`src/rtl/can_output_command_supervisor_core_macros.svh`:
```
// Assertion macros shared by the supervisor RTL.
// Depends on nothing; included by files that carry assertions.
`ifndef CAN_OUTPUT_COMMAND_SUPERVISOR_CORE_MACROS_SVH
`define CAN_OUTPUT_COMMAND_SUPERVISOR_CORE_MACROS_SVH

// a holds -> b holds in the same cycle
`define COCS_ASSERT_IMPLIES(label, clk, rst_n, a, b) \
	label: assert property (@(posedge clk) disable iff (!(rst_n)) (a) |-> (b)) \
		else $error("cocs assertion failed");

// a holds -> b holds in the next cycle
`define COCS_ASSERT_NEXT(label, clk, rst_n, a, b) \
	label: assert property (@(posedge clk) disable iff (!(rst_n)) (a) |=> (b)) \
		else $error("cocs assertion failed");

`endif

```
`src/rtl/cocs_pkg.sv`:
```
// Types and constants for the CAN output command supervisor.
// No dependencies; imported by all supervisor modules.
package cocs_pkg;

	localparam int MASK_W = 4;

	localparam logic [1:0] CMD_FRAME = 2'd0;
	localparam logic [1:0] CMD_TICK  = 2'd1;
	localparam logic [1:0] CMD_MODE  = 2'd2;

	localparam logic [1:0] MODE_NONE   = 2'd0;
	localparam logic [1:0] MODE_KEYPAD = 2'd2;
	localparam logic [1:0] MODE_DIGOUT = 2'd3;

	localparam logic [1:0] REG_DIGOUT_ID = 2'd0;
	localparam logic [1:0] REG_KEYPAD_NODE = 2'd1;
	localparam logic [1:0] REG_DIGOUT_TO = 2'd2;
	localparam logic [1:0] REG_HB_TO = 2'd3;

	localparam logic [10:0] PDO_BASE  = 11'h180;
	localparam logic [10:0] BOOT_BASE = 11'h700;
	localparam logic [7:0]  NMT_HEARTBEAT = 8'h05;
	localparam logic [7:0]  NMT_BOOTUP    = 8'h00;
	localparam logic [3:0]  DIGOUT_LEN = 4'd8;
	localparam logic [3:0]  MIN_LEN    = 4'd1;
	localparam logic [15:0] SAT16 = 16'hFFFF;

	localparam logic [10:0] RST_DIGOUT_ID   = 11'd0;
	localparam logic [6:0]  RST_KEYPAD_NODE = 7'd21;
	localparam logic [15:0] RST_DIGOUT_TO   = 16'd2000;
	localparam logic [15:0] RST_HB_TO       = 16'd1500;

	typedef struct packed {
		logic [1:0]  command;
		logic [10:0] frame_id;
		logic [3:0]  frame_len;
		logic [7:0]  byte_zero;
		logic [7:0]  byte_two;
		logic [7:0]  byte_four;
		logic [7:0]  byte_six;
		logic [3:0]  overcurrent_mask;
		logic [1:0]  new_mode;
	} req_t;

	typedef struct packed {
		logic [3:0] switch_on_mask;
		logic [3:0] switch_off_mask;
		logic [3:0] fault_clear_mask;
		logic       button_report_valid;
		logic [3:0] button_mask;
		logic       keypad_init_request;
		logic       link_ok;
		logic       digout_timed_out;
		logic [1:0] input_mode;
	} rsp_t;

	typedef struct packed {
		logic digout_hit;
		logic clear_cmd;
		logic force_off;
	} lane_ctrl_t;

	typedef struct packed {
		logic on;
		logic off;
	} lane_res_t;

	typedef struct packed {
		logic [MASK_W-1:0] on;
		logic [MASK_W-1:0] off;
		logic [MASK_W-1:0] clr;
		logic              changed;
	} merge_t;

	typedef struct packed {
		logic       button_report_valid;
		logic [3:0] button_mask;
		logic       keypad_init_request;
		logic       link_ok;
		logic       digout_timed_out;
		logic [1:0] input_mode;
	} supv_stat_t;

endpackage

```
`src/rtl/can_output_command_supervisor_core.sv`:
```
// Top level of the CAN output command supervisor: config port, lanes, output stage.
// Depends on cocs_pkg, cocs_lane, cocs_merge, cocs_supv and the macros header.
//
// channel   handshake              payload
// in        in_valid / in_stall    in_data  (req_t)
// out       out_valid / out_stall  out_data (rsp_t)
// cfg       psel penable pwrite    paddr[3:2] register, pwdata, prdata
//
// One request per cycle while in_stall is low; its result is registered.
// All channel lanes and the supervisor state update in the accepting cycle.
// Output register plus one skid entry; in_stall rises only while the skid entry holds.
// Reset initialises valid flags and registers, not the result data; no clearing pass.
`include "can_output_command_supervisor_core_macros.svh"
module can_output_command_supervisor_core
	import cocs_pkg::*;
#(
	parameter int CHANNELS = 4
) (
	input  logic        clk,
	input  logic        arst_n,
	input  logic        in_valid,
	output logic        in_stall,
	input  req_t        in_data,
	output logic        out_valid,
	input  logic        out_stall,
	output rsp_t        out_data,
	input  logic        psel,
	input  logic        penable,
	input  logic        pwrite,
	input  logic [3:0]  paddr,
	input  logic [31:0] pwdata,
	output logic [31:0] prdata,
	output logic        pready
);

	localparam int NL = (CHANNELS < MASK_W) ? CHANNELS : MASK_W;

	logic [10:0] digout_id_q;
	logic [6:0]  keypad_node_q;
	logic [15:0] digout_to_q;
	logic [15:0] hb_to_q;

	logic             accept, pop;
	lane_ctrl_t       ctrl;
	supv_stat_t       stat;
	lane_res_t [NL-1:0] lanes;
	merge_t           mrg;
	logic [MASK_W-1:0] cmd_bits;
	rsp_t             res;
	rsp_t             out_q, skid_q;
	logic             out_valid_q, skid_valid_q;

	assign pready = 1'b1;

	always_ff @(posedge clk or negedge arst_n) begin
		if (!arst_n) begin
			digout_id_q <= RST_DIGOUT_ID;
			keypad_node_q <= RST_KEYPAD_NODE;
			digout_to_q <= RST_DIGOUT_TO;
			hb_to_q <= RST_HB_TO;
		end else if (psel && penable && pwrite) begin
			case (paddr[3:2])
				REG_DIGOUT_ID: digout_id_q <= pwdata[10:0];
				REG_KEYPAD_NODE: keypad_node_q <= pwdata[6:0];
				REG_DIGOUT_TO: digout_to_q <= pwdata[15:0];
				REG_HB_TO: hb_to_q <= pwdata[15:0];
				default: ;
			endcase
		end
	end

	always_comb begin
		case (paddr[3:2])
			REG_DIGOUT_ID: prdata = {21'd0, digout_id_q};
			REG_KEYPAD_NODE: prdata = {25'd0, keypad_node_q};
			REG_DIGOUT_TO: prdata = {16'd0, digout_to_q};
			REG_HB_TO: prdata = {16'd0, hb_to_q};
			default: prdata = '0;
		endcase
	end

	assign accept = in_valid & ~in_stall;
	assign pop = out_valid_q & ~out_stall;
	assign in_stall = skid_valid_q;
	assign cmd_bits = {in_data.byte_six[0], in_data.byte_four[0],
		in_data.byte_two[0], in_data.byte_zero[0]};

	cocs_supv u_supv (
		.clk(clk),
		.arst_n(arst_n),
		.accept(accept),
		.req(in_data),
		.digout_id(digout_id_q),
		.keypad_node(keypad_node_q),
		.digout_to(digout_to_q),
		.hb_to(hb_to_q),
		.lane_changed(mrg.changed),
		.ctrl(ctrl),
		.stat(stat)
	);

	for (genvar i = 0; i < NL; i++) begin : g_lane
		cocs_lane u_lane (
			.clk(clk),
			.arst_n(arst_n),
			.ctrl(ctrl),
			.cmd_bit(cmd_bits[i]),
			.oc_bit(in_data.overcurrent_mask[i]),
			.res(lanes[i])
		);
	end

	cocs_merge #(.NL(NL)) u_merge (
		.lanes(lanes),
		.force_off(ctrl.force_off),
		.merged(mrg)
	);

	always_comb begin
		res.switch_on_mask = mrg.on;
		res.switch_off_mask = mrg.off;
		res.fault_clear_mask = mrg.clr;
		res.button_report_valid = stat.button_report_valid;
		res.button_mask = stat.button_mask;
		res.keypad_init_request = stat.keypad_init_request;
		res.link_ok = stat.link_ok;
		res.digout_timed_out = stat.digout_timed_out;
		res.input_mode = stat.input_mode;
	end

	always_ff @(posedge clk or negedge arst_n) begin
		if (!arst_n) begin
			out_valid_q <= 1'b0;
			skid_valid_q <= 1'b0;
		end else if (skid_valid_q) begin
			if (pop) skid_valid_q <= 1'b0;
		end else if (accept) begin
			if (out_valid_q && !pop) skid_valid_q <= 1'b1;
			else out_valid_q <= 1'b1;
		end else if (pop) begin
			out_valid_q <= 1'b0;
		end
	end

	always_ff @(posedge clk) begin
		if (skid_valid_q) begin
			if (pop) out_q <= skid_q;
		end else if (accept) begin
			if (out_valid_q && !pop) skid_q <= res;
			else out_q <= res;
		end
	end

	assign out_valid = out_valid_q;
	assign out_data = out_q;

	`COCS_ASSERT_IMPLIES(a_skid_needs_main, clk, arst_n, skid_valid_q, out_valid_q)
	`COCS_ASSERT_NEXT(a_stalled_goes_skid, clk, arst_n, accept && out_valid_q && out_stall, skid_valid_q)
	`COCS_ASSERT_IMPLIES(a_on_off_disjoint, clk, arst_n, accept, (mrg.on & mrg.off) == '0)

endmodule

```
`src/rtl/cocs_lane.sv`:
```
// One output channel: command edge detect and fault lock.
// Depends on cocs_pkg.
module cocs_lane
	import cocs_pkg::*;
(
	input  logic       clk,
	input  logic       arst_n,
	input  lane_ctrl_t ctrl,
	input  logic       cmd_bit,
	input  logic       oc_bit,
	output lane_res_t  res
);

	logic prev_q;
	logic lock_q;

	always_comb begin
		res.on  = ctrl.digout_hit & cmd_bit & ~prev_q & ~lock_q;
		res.off = ctrl.digout_hit & ~cmd_bit & prev_q;
	end

	always_ff @(posedge clk or negedge arst_n) begin
		if (!arst_n) begin
			prev_q <= 1'b0;
			lock_q <= 1'b0;
		end else if (ctrl.clear_cmd) begin
			prev_q <= 1'b0;
		end else if (ctrl.digout_hit) begin
			prev_q <= cmd_bit;
			lock_q <= (lock_q & ~res.off) | oc_bit;
		end
	end

endmodule

```
`src/rtl/cocs_merge.sv`:
```
// Combines lane results into the channel masks, adds forced switch-off.
// Depends on cocs_pkg.
module cocs_merge
	import cocs_pkg::*;
#(
	parameter int NL = 4
) (
	input  lane_res_t [NL-1:0] lanes,
	input  logic               force_off,
	output merge_t             merged
);

	always_comb begin
		merged = '0;
		for (int i = 0; i < NL; i++) begin
			merged.on[i]  = lanes[i].on;
			merged.off[i] = lanes[i].off | force_off;
			merged.clr[i] = lanes[i].off;
			merged.changed = merged.changed | lanes[i].on | lanes[i].off;
		end
	end

endmodule

```
`src/rtl/cocs_supv.sv`:
```
// Mode, watchdog counters, keypad link and frame decode.
// Depends on cocs_pkg.
module cocs_supv
	import cocs_pkg::*;
(
	input  logic        clk,
	input  logic        arst_n,
	input  logic        accept,
	input  req_t        req,
	input  logic [10:0] digout_id,
	input  logic [6:0]  keypad_node,
	input  logic [15:0] digout_to,
	input  logic [15:0] hb_to,
	input  logic        lane_changed,
	output lane_ctrl_t  ctrl,
	output supv_stat_t  stat
);

	logic [1:0]  mode_q, mode_n;
	logic [15:0] de_q, de_n, de_inc;
	logic [15:0] he_q, he_n, he_inc;
	logic        seen_q, seen_n;
	logic        link_q, link_n;
	logic        wd_q, wd_n;
	logic [10:0] pdo_id, boot_id;
	logic        hit, clr, foff;

	always_comb begin
		pdo_id  = PDO_BASE + {4'd0, keypad_node};
		boot_id = BOOT_BASE + {4'd0, keypad_node};
		de_inc  = (de_q == SAT16) ? de_q : de_q + 16'd1;
		he_inc  = (he_q == SAT16) ? he_q : he_q + 16'd1;
		mode_n = mode_q;
		de_n = de_q;
		he_n = he_q;
		seen_n = seen_q;
		link_n = link_q;
		wd_n = wd_q;
		hit = 1'b0;
		clr = 1'b0;
		foff = 1'b0;
		stat = '0;
		case (req.command)
			CMD_TICK: begin
				de_n = de_inc;
				he_n = he_inc;
				if (mode_q == MODE_DIGOUT && de_inc > digout_to) begin
					foff = 1'b1;
					clr = 1'b1;
					wd_n = 1'b1;
					de_n = '0;
				end
				if (mode_q == MODE_KEYPAD && seen_q && he_inc > hb_to) begin
					if (link_q) foff = 1'b1;
					link_n = 1'b0;
				end
			end
			CMD_MODE: begin
				mode_n = req.new_mode;
			end
			CMD_FRAME: begin
				if (req.frame_id == digout_id && req.frame_len >= DIGOUT_LEN) begin
					hit = 1'b1;
					de_n = '0;
					wd_n = 1'b0;
					if (lane_changed) mode_n = MODE_DIGOUT;
				end else if (req.frame_id == pdo_id && req.frame_len >= MIN_LEN) begin
					stat.button_report_valid = 1'b1;
					stat.button_mask = req.byte_zero[3:0];
					if (req.byte_zero[3:0] != 4'd0) mode_n = MODE_KEYPAD;
				end else if (req.frame_id == boot_id && req.frame_len >= MIN_LEN) begin
					if (req.byte_zero == NMT_BOOTUP) begin
						stat.keypad_init_request = 1'b1;
					end else if (req.byte_zero == NMT_HEARTBEAT) begin
						he_n = '0;
						seen_n = 1'b1;
						link_n = 1'b1;
					end
				end
			end
			default: ;
		endcase
		stat.link_ok = link_n;
		stat.digout_timed_out = wd_n;
		stat.input_mode = mode_n;
		ctrl.digout_hit = accept & hit;
		ctrl.clear_cmd = accept & clr;
		ctrl.force_off = foff;
	end

	always_ff @(posedge clk or negedge arst_n) begin
		if (!arst_n) begin
			mode_q <= MODE_NONE;
			de_q <= '0;
			he_q <= '0;
			seen_q <= 1'b0;
			link_q <= 1'b1;
			wd_q <= 1'b0;
		end else if (accept) begin
			mode_q <= mode_n;
			de_q <= de_n;
			he_q <= he_n;
			seen_q <= seen_n;
			link_q <= link_n;
			wd_q <= wd_n;
		end
	end

endmodule

```
`config.mk`:
```
export PLATFORM = sky130hd
export DESIGN_NAME = can_output_command_supervisor_core
export DESIGN_NICKNAME = d
export VERILOG_FILES = /design/src/rtl/cocs_pkg.sv /design/src/rtl/can_output_command_supervisor_core.sv /design/src/rtl/cocs_lane.sv /design/src/rtl/cocs_merge.sv /design/src/rtl/cocs_supv.sv
export VERILOG_INCLUDE_DIRS = /design/src /design/src/rtl
export SDC_FILE = /design/constraint.sdc
export NUM_CORES = 1
export LEC_CHECK = 0
export BUFFER_PORTS_ARGS = -buffer_cell sky130_fd_sc_hd__buf_2
export CORE_MARGIN = 5
export CORE_UTILIZATION = 40
export DETAILED_ROUTE_END_ITERATION = 16
export PLACE_DENSITY = 0.69
export SLEW_MARGIN = 15
export SYNTH_ARGS = -nofsm -noshare
export SYNTH_HDL_FRONTEND = slang
export SYNTH_SLANG_ARGS = --single-unit
```
`constraint.sdc`:
```
create_clock -name clk -period 4.31 [get_ports clk]
set_input_delay 0.2155 -clock clk [delete_from_list [all_inputs] [get_ports clk]]
set_output_delay 0.2155 -clock clk [all_outputs]
set_load 0.02 [all_outputs]
```
* After elaboration in Yosys (flattened, before gate mapping)
Index checks and enable logic that the tools add are counted.
** Storage, ports and cells
- Register bits :: 141
- Bits in latches :: 0
- RAM bits :: 0
- Bits in read-only memories :: 0
- Memories :: 0
** Operators by class
- Add/subtract/negate cells :: 4
- $mul :: 0
- Div/mod/pow operators :: 0
- Order comparisons :: 4
- Equality and inequality tests :: 22
- Shifts and indexed selects :: 0
- Multiplexer cells :: 59
- Bitwise gates (word level) :: 65
- Reduce and logical (&&, ||, !) cells :: 29
** Operators by type and width (number)
- 16-bit 2-to-1 mux :: 9
- 32-bit case mux with 4 select lines :: 1
- 22-bit 2-to-1 mux :: 4
- 16-bit case mux with 2 select lines :: 2
- 11-bit == test :: 3
- 1-bit 2-to-1 mux :: 33
- 16-bit by 1-bit adder with 16-bit output, second input constant :: 2
- 16-bit == test, second input constant :: 2
- 16-bit greater-than comparator :: 2
- 1-bit bitwise AND :: 28
- 1-bit NOT :: 22
- 1-bit bitwise OR :: 15
- 7-bit AND reduction :: 2
- 6-bit 2-to-1 mux :: 2
- 2-bit != test, second input constant :: 6
- 3-bit AND reduction :: 4
- 9-bit by 7-bit adder with 10-bit output, first input constant :: 1
- 9-bit by 8-bit adder with 10-bit output, first input constant :: 1
- 2-bit == test, second input constant :: 5
- 2-bit AND reduction :: 5
- 1-bit logical AND :: 9
- 8-bit by 3-bit == test with 1-bit output, second input constant :: 1
- 8-bit zero test :: 1
- 2-bit 2-to-1 mux :: 4
- other kinds (11) :: 19

* Depth between registers and ports, before layout
Gate-level depths: netlist (run 1).
- Word-level depth :: 21
- Mapped depth :: 15
- Gate-level depth less buffers :: 13

* Cells and area by module
From an unflattened synthesis (run 1), not the netlist that was laid out.
** Unflattened totals
- Cells, all modules :: 753
- Area total of the unflattened synthesis :: 8252.9 µm²
** By module, submodules not included
- can_output_command_supervisor_core :: instances 1, cells an instance 238, area an instance 4179.0 µm²
- cocs_supv :: instances 1, cells an instance 452, area an instance 3557.2 µm²
- cocs_lane :: instances 4, cells an instance 12, area an instance 103.8 µm²
- cocs_merge :: instances 1, cells an instance 15, area an instance 101.3 µm²

* Least setup slack after synthesis (run 1)
No wires, ideal clock.
- Kind :: register to register
- Start point :: register u_supv.de_q[5]
- End point :: register skid_q[14] in the netlist's numbering, data pin
- Setup time :: 0.257 ns
- Arrival :: 3.326 ns
- Data required time :: 4.053 ns
- Slack :: 0.728 ns
- Cell stages (with the launch flop) :: 14
- Buffers on the path :: 1
- Cell sequence :: dfrtp_1 > nand4_2 > or4_1 > o21ai_1 > nor3_1 > or2_2 > ha_1 > a41o_1 > a21oi_1 > o221ai_1 > nor2_1 > clkbuf_1 > o32a_1 > nand2_1
** RTL lines
- start: declaration :: line cocs_supv.sv:20 : logic [15:0] de_q, de_n, de_inc;
- start signal: assignment :: line cocs_supv.sv:101 : de_q <= de_n;
- end signal: assignment :: line can_output_command_supervisor_core.sv:149 : if (out_valid_q && !pop) skid_q <= res;
- end: declaration :: line can_output_command_supervisor_core.sv:50 : rsp_t out_q, skid_q;

==> results of run 1 <==
## routing by layer
layer | up-vias | part of all wire
li1 | 3063 | -
met1 | 3024 | 0.44
met2 | 179 | 0.49
met3 | 23 | 0.056
met4 | 0 | 0.018
met5 | - | 0
## per-stage QoR
| step | utilization | instances | total power [W] |
|---|---|---|---|
| after floorplan | - | 802 | 0.002937 |
| after global placement | 0.4440 | 1140 | 0.003344 |
| after detailed placement | 0.4440 | 1140 | 0.003390 |
| after CTS | 0.4720 | 1173 | 0.004788 |
| after global routing | 0.4724 | 1173 | 0.005033 |
| final | 0.4724 | 1173 | 0.004743 |
## cells in the final DEF, fill, tap and decap left out, drive strengths merged, types with 6 or more instances in the layout
cell,instances
and3,16
o21ai,34
ha,34
nand2b,8
dfrtp,80
mux2i,9
a21oi,19
edfxtp,44
conb,17
nand3,19
xnor2,21
nor2b,12
mux4,7
o21a,12
mux2,49
or3,6
xor2,12
nand2,82
clkbuf,17
or2,10
o221ai,10
and2,11
buf,115
o211ai,12
nor4,7
inv,53
nor2,43
a22o,24
a21o,10
dfstp,17
nand4,16
nor3,13
## worst max-delay path, delay by kind of cell, from the launching register on
| kind | cells | cell delay [ns] |
|---|---|---|
| AO/OA/AOI/OAI | 5 | 1.09 |
| adder cells (fa/ha/maj) | 1 | 0.30 |
| flip-flops | 1 | 0.45 |
| AND/OR/NAND/NOR | 6 | 1.70 |
| buffers and inverters | 1 | 0.24 |
## worst paths after layout
| check | cells past startpoint | startpoint | endpoint |
|---|---|---|---|
| max | 13 | u_supv.de_q[4] | skid_q[16] |
| min | 3 | pwdata[14] | digout_to_q[14] |
| max reg2reg | 13 | u_supv.de_q[4] | skid_q[16] |
| min reg2reg | 1 | u_supv.seen_q | u_supv.seen_q |
| max in group asynchronous | 3 | arst_n | keypad_node_q[3] |
| min in group asynchronous | 2 | arst_n | u_supv.de_q[15] |
## logic make-up (layout without fill, tap and decap cells)
family	Yosys count	count (layout)	synth area share
buffers and inverters	92	193	0.05110
multiplexers	65	65	0.09748
other	2	17	0.0009157
adder cells (fa/ha/maj)	34	34	0.05187
flip-flops	141	141	0.4596
AND/OR/NAND/NOR	261	261	0.1661
AO/OA/AOI/OAI	159	159	0.1376
XOR/XNOR	33	33	0.03524
## power by group through the flow
stage	Combinational, W	Sequential [W]	Clock (W)
floorplan	0.000897	0.00204	0
global placement	0.00139	0.00196	0
detailed placement	0.00142	0.00197	0
CTS	0.00143	0.00194	0.00141
global route	0.00158	0.00199	0.00147
finish	0.00142	0.00195	0.00138
## timing repair
item / CTS / global route
hold endpoints to repair: 30 / 0
endpoints found under the setup margin: 0 / 2
buffers inserted: 0 / 0
gates resized for setup: 0 / 1
hold buffers: 1 / 0
## sequential cells by signal, indices dropped and copies added, names as in the netlist
signal / flops
u_supv.seen_q: 1
out_data: 22
digout_id_q: 11
u_supv.wd_q: 1
u_supv.de_q: 16
g_lane.u_lane.lock_q: 4
hb_to_q: 16
skid_q: 22
u_supv.he_q: 16
u_supv.mode_q: 2
in_stall: 1
u_supv.link_q: 1
g_lane.u_lane.prev_q: 4
out_valid: 1
keypad_node_q: 7
digout_to_q: 16
## final cells by class
| cell class | count | share of cell area |
|---|---|---|
| Clock buffer | 17 | 0.04451 |
| Clock inverter | 15 | 0.01361 |
| Inverter | 45 | 0.01767 |
| Multi-Input combinational cell | 569 | 0.4272 |
| Sequential cell | 141 | 0.3944 |
| Tap cell | 270 | 0.03534 |
| Timing Repair Buffer | 116 | 0.06729 |
==> run_results.csv, run 1 <==
group,metric,value,unit
status,status,"completed",
cts,clock-sinks,141,
job,maxCapViolations,0,
sta,finalCritPeriodShare,0.9362,
yosys,ys_seq_elements,141,
route,drt-vias-per-instance,5.361,
placement,dp_slack,0.3043,ns
hold_path,hold_path.class,"in -> reg",
critical_path,cpMaxStageDelayCell,"or4_1",
sta,hold_slack,0.02493,ns
cts,root_buffer,"clkbuf_16",
yosys,yosysMostFrequentCell,"nand2_1",
power_and_ir_drop,p_int,0.003085,W
floorplan,ios,155,
yosys,synth_top_area_share,0.2441,
yosys,synthTopCellsByCount,"nand2_1 (82), dfrtp_1 (80), mux2_2 (49), inv_1 (45), edfxtp_1 (44)",
power_and_ir_drop,powerDensity,496.2,mW/mm^2
placement,placed_cell_area,0.008985,mm^2
placement,io_buffers,98,
cts,cts-buffers-inserted,17,
sta,drv_slew,0,
route,first_pass_iters,5,
sta,rsz0062_at_grt,"no",
cts,cts_tree,"built",
critical_path,startpoint_type,"register",
layout,diodes,0,
global_route,top_usage_layer,"met2",
cts,cts_htree_levels,4,
yosys,ys_top_cells_by_area,"dfrtp_1 (24%), edfxtp_1 (16%), mux2_2 (6.7%)",
route,vias,6289,
route,drc_errors,0,
critical_path,criticalPathCategory,"reg -> reg",
power_and_ir_drop,pwr-share-comb,0.299,
floorplan,die_area,0.02347,mm^2
cts,path_clk_slew,0.06,ns
sta,clock_skew,0.01208,ns
global_route,grt_pass1_vias,6265,
global_route,grt_util_met1,0.2279,
floorplan,die_w,153.2,um
critical_path,r2r_slack,0.27,ns
global_route,grt_remaining_overflow,0,
route,first_iter_violations,432,
yosys,syn_area,0.008202,mm^2
sta,tightest_slew,1.051,ns
layout,drive_above_1_share,0.2658,
critical_path,cp_data_required_time,4.48,ns
yosys,synthArstFlopShare,0.6879,
route,wirelength,19910,um
layout,fill_cells,1834,
global_route,grt_usage,0.1740,
critical_path,arrival,4.21,ns
layout,multiInputGateArea,0.004083,mm^2
power_and_ir_drop,clkPwrFrac,0.291,
yosys,ys_seq_area_frac,0.4596,
yosys,ys_types,66,
yosys,synth_edf_count,44,
sta,fmax,0.2478,GHz
global_route,antenna_found_initial,0,
power_and_ir_drop,switchingPower,0.001658,W
sta,post-route-worst-setup-slack,0.2749,ns
layout,design_area,0.009558,mm^2
cts,clk_latency,0.42,ns
floorplan,core_area,0.02023,mm^2
yosys,synthCells,787,
critical_path,cp-end-kind,"register",
power_and_ir_drop,peakVddDrop,0.2177,mV
global_route,grt_pass1_wl,33110,um
yosys,yosys_warnings,0,
layout,area_delta_synth_final,16.54,%
layout,nNetsFinal,1022,
placement,place.gp.congestion,0.8243,
yosys,post_synth.cell_area_avg,10.42,um^2
sta,fin_crit,4.035,ns
cts,cts_max_path_buffers,2,
placement,hpwl,14910,um
critical_path,path_max_fanout,7,
yosys,synth_top_cell_by_area,"dfrtp_1",
power_and_ir_drop,power.leakage,4.354,nW
yosys,synth_ff_type,"dfrtp_1",
layout,ff_latch_area,0.003770,mm^2
critical_path,crit_path_cell_trace,"nand4_2 > or4_1 > o21ai_1 > nor3_1 > or2_2 > ha_1 > a41o_1 > a21oi_1 > o221ai_1 > nor2_1 > buf_4 > o32a_1 > nand2_1",
global_route,grt_max_degree,57,
floorplan,rows,52,
power_and_ir_drop,power.share.switching,0.3496,
global_route,grtUsageMet2,0.2883,
route,drtAntennaViolNets,0,
sta,setup_tns,0,ns
route,wl_per_cell,16.97,um
critical_path,max_stage_delay,0.64,ns
sta,hold_viol_final,0,
sta,relSlewSlack,0.2995,
power_and_ir_drop,seq_power_share,0.410,
sta,setup_violations,0,
global_route,grt_use_met3,0.04269,
floorplan,fp.dieH,153.2,um
floorplan,start_util,0.4053,
Power figures use the tool's default switching activity.
==> inputs of run 2 (changes only) <==
--- a/config.mk
+++ b/config.mk
@@ -7,10 +7,12 @@
 export NUM_CORES = 1
 export LEC_CHECK = 0
 export BUFFER_PORTS_ARGS = -buffer_cell sky130_fd_sc_hd__buf_2
+export CELL_PAD_IN_SITES_DETAIL_PLACEMENT = 0
+export CELL_PAD_IN_SITES_GLOBAL_PLACEMENT = 1
 export CORE_MARGIN = 5
 export CORE_UTILIZATION = 40
 export DETAILED_ROUTE_END_ITERATION = 16
-export PLACE_DENSITY = 0.69
+export PLACE_DENSITY = 0.83
 export SLEW_MARGIN = 15
 export SYNTH_ARGS = -nofsm -noshare
 export SYNTH_HDL_FRONTEND = slang
==> constraint.sdc (replaced) <==
create_clock -name clk -period 4.66 [get_ports clk]
set_input_delay 0.233 -clock clk [delete_from_list [all_inputs] [get_ports clk]]
set_output_delay 0.233 -clock clk [all_outputs]
set_load 0.02 [all_outputs]
==> run_results.csv, run 2 (synthesis gave the netlist of run 1 again) <==
group,metric,value,unit
critical_path,max_stage_delay,0.63,ns
cts,postCtsSetupBuffers,0,
critical_path,r2r_slack,0.51,ns
critical_path,arrival,4.33,ns
floorplan,fp.dieH,153.2,um
layout,layout_commonest_cell,"buf_2",
job,maxCapViolations,0,
floorplan,die_w,153.2,um
status,status,"completed",
placement,placed_cell_area,0.008940,mm^2
floorplan,die_area,0.02347,mm^2
hold_path,hold_path.class,"in -> reg",
cts,cts-buffers-inserted,17,
critical_path,r2r_cells,11,
power_and_ir_drop,powerDensity,466.4,mW/mm^2
cts,clock-sinks,141,
sta,rsz0062_at_grt,"no",
critical_path,crit_end,"out_data[15]",
power_and_ir_drop,power.leakage,4.346,nW
floorplan,rows,52,
critical_path,cp_data_required_time,4.84,ns
placement,hpwl,14940,um
sta,hold_viol_final,0,
global_route,grt_max_degree,62,
critical_path,crit_path_cell_trace,"nand4_2 > or4_1 > o21ai_1 > nor3_1 > or2_2 > ha_1 > and4_1 > nand4_1 > o211ai_1 > o32ai_1 > o31a_1",
critical_path,cpLargestDelayFamily,"simple AND/OR/NAND/NOR gates",
layout,fin_util,0.4716,
layout,final_cell_mix,"buf_2 (97), nand2_1 (82), dfrtp_1 (80)",
sta,tightest_slew,1.099,ns
sta,drv_slew,0,
sta,clock_skew,0.01133,ns
sta,setup_tns,0,ns
critical_path,path_depth,11,
route,first_iter_violations,317,
cts,clk_latency,0.43,ns
critical_path,cp-end-kind,"register",
critical_path,startpoint_type,"register",
placement,dp_slack,0.5377,ns
floorplan,core_area,0.02023,mm^2
global_route,grt_pass1_vias,6190,
critical_path,criticalPathCategory,"reg -> reg",
sta,fmax,0.2407,GHz
sta,finalCritPeriodShare,0.8915,
cts,root_buffer,"clkbuf_16",
floorplan,start_util,0.4053,
global_route,antenna_found_initial,0,
layout,diodes,0,
route,drc_errors,0,
route,wl_per_cell,17.25,um
critical_path,reg2reg_to,"out_data[15]",
global_route,grt_pass1_wl,32740,um
power_and_ir_drop,peakVddDrop,0.2967,mV
cts,postCtsResizedCells,0,
critical_path,path_max_fanout,7,
layout,drive_above_1_share,0.2598,
global_route,grt_use_met3,0.03958,
sta,hold_slack,0.03211,ns
sta,setup_violations,0,
global_route,grtUsageMet2,0.2774,
global_route,grt_util_met1,0.2391,
critical_path,r2r_start,"u_supv.de_q[4]",
layout,design_area,0.009543,mm^2
layout,nNetsFinal,1016,
route,wirelength,20130,um
cts,cts_htree_levels,4,
layout,area_delta_synth_final,16.35,%
sta,fin_crit,4.155,ns
floorplan,ios,155,
global_route,grt_remaining_overflow,0,
placement,io_buffers,98,
sta,relSlewSlack,0.2672,
cts,cts_tree,"built",
critical_path,crit_start,"u_supv.de_q[4]",
cts,path_clk_slew,0.07,ns
route,first_pass_iters,4,
critical_path,cpMaxStageDelayCell,"or4_1",
route,drtAntennaViolNets,0,
placement,place.gp.congestion,0.8213,
global_route,grt_usage,0.1732,
global_route,top_usage_layer,"met2",
cts,cts_max_path_buffers,2,
hold_path,hold_depth,3,
sta,post-route-worst-setup-slack,0.5054,ns
route,vias,6222,
critical_path,path_buf_inv,0,
route,drt-vias-per-instance,5.332,
layout,fill_cells,1893,
-- run 2: cell types whose count changed in the layout (fill, tap and decap cells not counted) --
cell,change
clkinv_4,-2
clkinvlp_4,-1
o32ai_1,+1
o32ai_2,-1
bufinv_16,+1
inv_8,+3
clkinv_8,+1
buf_4,-6
inv_6,-2
-- run 2: where the power goes --
| group | leakage (nW) | internal, W | total (W) | switching (W) |
|---|---|---|---|---|
| Sequential | 1.62 | 0.00161 | 0.00184 | 0.000232 |
| Clock | 0.286 | 0.000763 | 0.00137 | 0.000603 |
| Combinational | 2.44 | 0.000530 | 0.00124 | 0.000711 |
| Total | 4.35 | 0.00290 | 0.00445 | 0.00155 |
-- run 2: how the worst min path moves through the flow --
| stage | startpoint | endpoint | slack [ns] |
|---|---|---|---|
| after floorplan | arst_n | digout_id_q[0] | -0.06 |
| after global placement | arst_n | hb_to_q[15] | 0.39 |
| after detailed placement | arst_n | hb_to_q[15] | 0.40 |
| after CTS | pwdata[15] | digout_to_q[15] | 0.02 |
| after global routing | in_data[5] | g_lane[3].u_lane.lock_q | 0.04 |
| final | pwdata[11] | digout_to_q[11] | 0.03 |
-- run 2: final cells by class --
type | count | area [um^2] | share of cell area
Multi-Input combinational cell | 569 | 4075 | 0.4270
Sequential cell | 141 | 3770 | 0.3950
Timing Repair Buffer | 110 | 598.1 | 0.06267
Clock buffer | 17 | 425.4 | 0.04458
Tap cell | 270 | 337.8 | 0.03540
Inverter | 45 | 168.9 | 0.01770
Clock inverter | 15 | 167.7 | 0.01757
-- run 2: routing by layer --
metal	part of all wire	vias up
met2	0.47	156
met4	0.016	0
met5	0	-
met1	0.47	3003
met3	0.049	24
li1	-	3039
-- run 2: metrics by stage --
| step | std cells | power (W) |
|---|---|---|
| finish | 1167 | 0.004451 |
| global route | 1167 | 0.004727 |
| CTS | 1167 | 0.004484 |
| detailed placement | 1134 | 0.003111 |
| global placement | 1134 | 0.003078 |
| floorplan | 802 | 0.002716 |
-- run 2: worst reg2reg max path: stages (launching register included) --
cell      delay [ns]
dfrtp_1         0.45
nand4_2         0.20
or4_1           0.63
o21ai_1         0.37
nor3_1          0.10
or2_2           0.31
ha_1            0.30
and4_1          0.22
nand4_1         0.19
o211ai_1        0.55
o32ai_1         0.28
o31a_1          0.31
-- run 2: what timing repair did --
action	4_1_cts	5_1_grt
hold buffers	1	0
setup endpoints to repair	0	0
hold endpoints to repair	54	0
==> inputs of run 3 (changes only) <==
==> constraint.sdc (replaced) <==
create_clock -name clk -period 4.66 [get_ports clk]
set_input_delay 0.699 -clock clk [delete_from_list [all_inputs] [get_ports clk]]
set_output_delay 0.699 -clock clk [all_outputs]
set_load 0.02 [all_outputs]
==> run_results.csv, run 3 (synthesis gave the netlist of run 1 again) <==
group,metric,value,unit
status,status,"completed",
layout,ff_latch_area,0.003770,mm^2
layout,fin_util,0.4719,
sta,drv_slew,0,
power_and_ir_drop,powerDensity,472.9,mW/mm^2
sta,clock_skew,0.01406,ns
layout,nNetsFinal,1014,
critical_path,cp-end-kind,"register",
route,drt-vias-per-instance,5.344,
layout,fill_cells,1893,
cts,cts_htree_levels,4,
placement,place_inst,1133,
global_route,grtUsageMet2,0.2812,
sta,rsz0062_at_grt,"no",
critical_path,path_max_fanout,7,
hold_path,hold_path.class,"in -> async",
route,vias,6226,
placement,place.gp.congestion,0.8369,
route,first_pass_iters,5,
power_and_ir_drop,peakVddDrop,0.3016,mV
global_route,grt_remaining_overflow,0,
floorplan,die_w,153.2,um
critical_path,cp_data_required_time,4.95,ns
sta,hold_slack,0.3917,ns
sta,fmax,0.2313,GHz
sta,hold_viol_final,0,
layout,multiInputGateArea,0.004075,mm^2
floorplan,fp.dieH,153.2,um
global_route,grt_pass1_vias,6205,
global_route,top_usage_layer,"met2",
placement,io_buffers,98,
cts,clk_latency,0.43,ns
cts,postCtsResizedCells,0,
power_and_ir_drop,power.leakage,4.351,nW
global_route,grt_use_met3,0.03732,
route,drc_errors,0,
route,drtAntennaViolNets,0,
cts,postCtsSetupBuffers,0,
route,first_iter_violations,257,
layout,area_delta_synth_final,16.41,%
floorplan,ios,155,
placement,hpwl,14930,um
layout,layout_commonest_cell,"buf_2",
layout,drive_above_1_share,0.2592,
cts,root_buffer,"clkbuf_16",
global_route,grt_util_met1,0.2348,
floorplan,start_util,0.4053,
floorplan,core_area,0.02023,mm^2
critical_path,startpoint_type,"register",
cts,cts-buffers-inserted,17,
floorplan,rows,52,
layout,final_cell_mix,"buf_2 (97), nand2_1 (82), dfrtp_1 (80)",
critical_path,criticalPathCategory,"reg -> reg",
sta,tightest_slew,1.140,ns
cts,cts_hold_repair.buffers,0,
global_route,grt_pass1_wl,32640,um
sta,finalCritPeriodShare,0.9279,
route,wirelength,20340,um
cts,cts_max_path_buffers,2,
sta,relSlewSlack,0.2399,
global_route,antenna_found_initial,0,
sta,setup_violations,0,
cts,path_clk_slew,0.07,ns
layout,diodes,0,
layout,instances_no_fill,1165,
floorplan,die_area,0.02347,mm^2
route,wl_per_cell,17.46,um
critical_path,arrival,4.61,ns
power_and_ir_drop,total_power,0.004515,W
global_route,grt_usage,0.1738,
job,maxCapViolations,0,
sta,fin_crit,4.324,ns
critical_path,r2r_start,"u_supv.de_q[5]",
global_route,grt_max_degree,64,
critical_path,crit_start,"u_supv.de_q[5]",
cts,cts_tree,"built",
sta,setup_tns,0,ns
cts,clock-sinks,141,
[run 3: cell types whose count changed in the layout (fill, tap and decap cells not counted)]
cell           before  now
clkinvlp_4          2    1
dlygate4sd3_1       1    0
inv_6               5    7
bufinv_16           1    2
clkinv_4            2    0
buf_4              11   10
[run 3: final timing paths]
check                                end  slack [ns]  cells after the start
max                         out_data[14]        0.34                     12
min in group clk           u_supv.seen_q        0.46                      1
max reg2reg                 out_data[14]        0.34                     12
min reg2reg                u_supv.seen_q        0.46                      1
max in group asynchronous     hb_to_q[7]        3.26                      2
min                          hb_to_q[15]        0.39                      1
[run 3: routing by layer]
layer	part of all wire	vias up
li1	-	3038
met1	0.47	2996
met2	0.47	163
met3	0.047	29
met4	0.019	0
met5	0	-
[run 3: area by class of cell]
type,instances,share of cell area
multi-input cells,569,0.4268
repair buffers,108,0.06080
flip-flops and latches,141,0.3948
inverters,45,0.01769
clock buffers,17,0.04456
well taps,270,0.03538
clock inverters,15,0.01992
[run 3: worst max-delay path: stages, from the launching register on]
cell and delay, ns:
dfrtp_1 0.45, nand4_2 0.22, nor4b_1 0.67, nand3_1 0.31
or3_1 0.41, o21a_1 0.12, ha_1 0.28, and3_1 0.21
nand4_1 0.21, o221ai_1 0.24, nor2_1 0.13, o32ai_1 0.72
o31a_1 0.22
[run 3: stage by stage]
stage                     worst slack, ns  area, um^2
after detailed placement           0.4735        8932
after global placement             0.5731        8932
after floorplan                     1.078        8258
final                              0.3361        9548
after CTS                          0.4077        9548
after global routing               0.1216        9548
[run 3: report_power, final]
part           switching, W  internal (W)
logic              0.000713      0.000531
clock network      0.000602      0.000819
registers          0.000238       0.00161
total               0.00155       0.00296
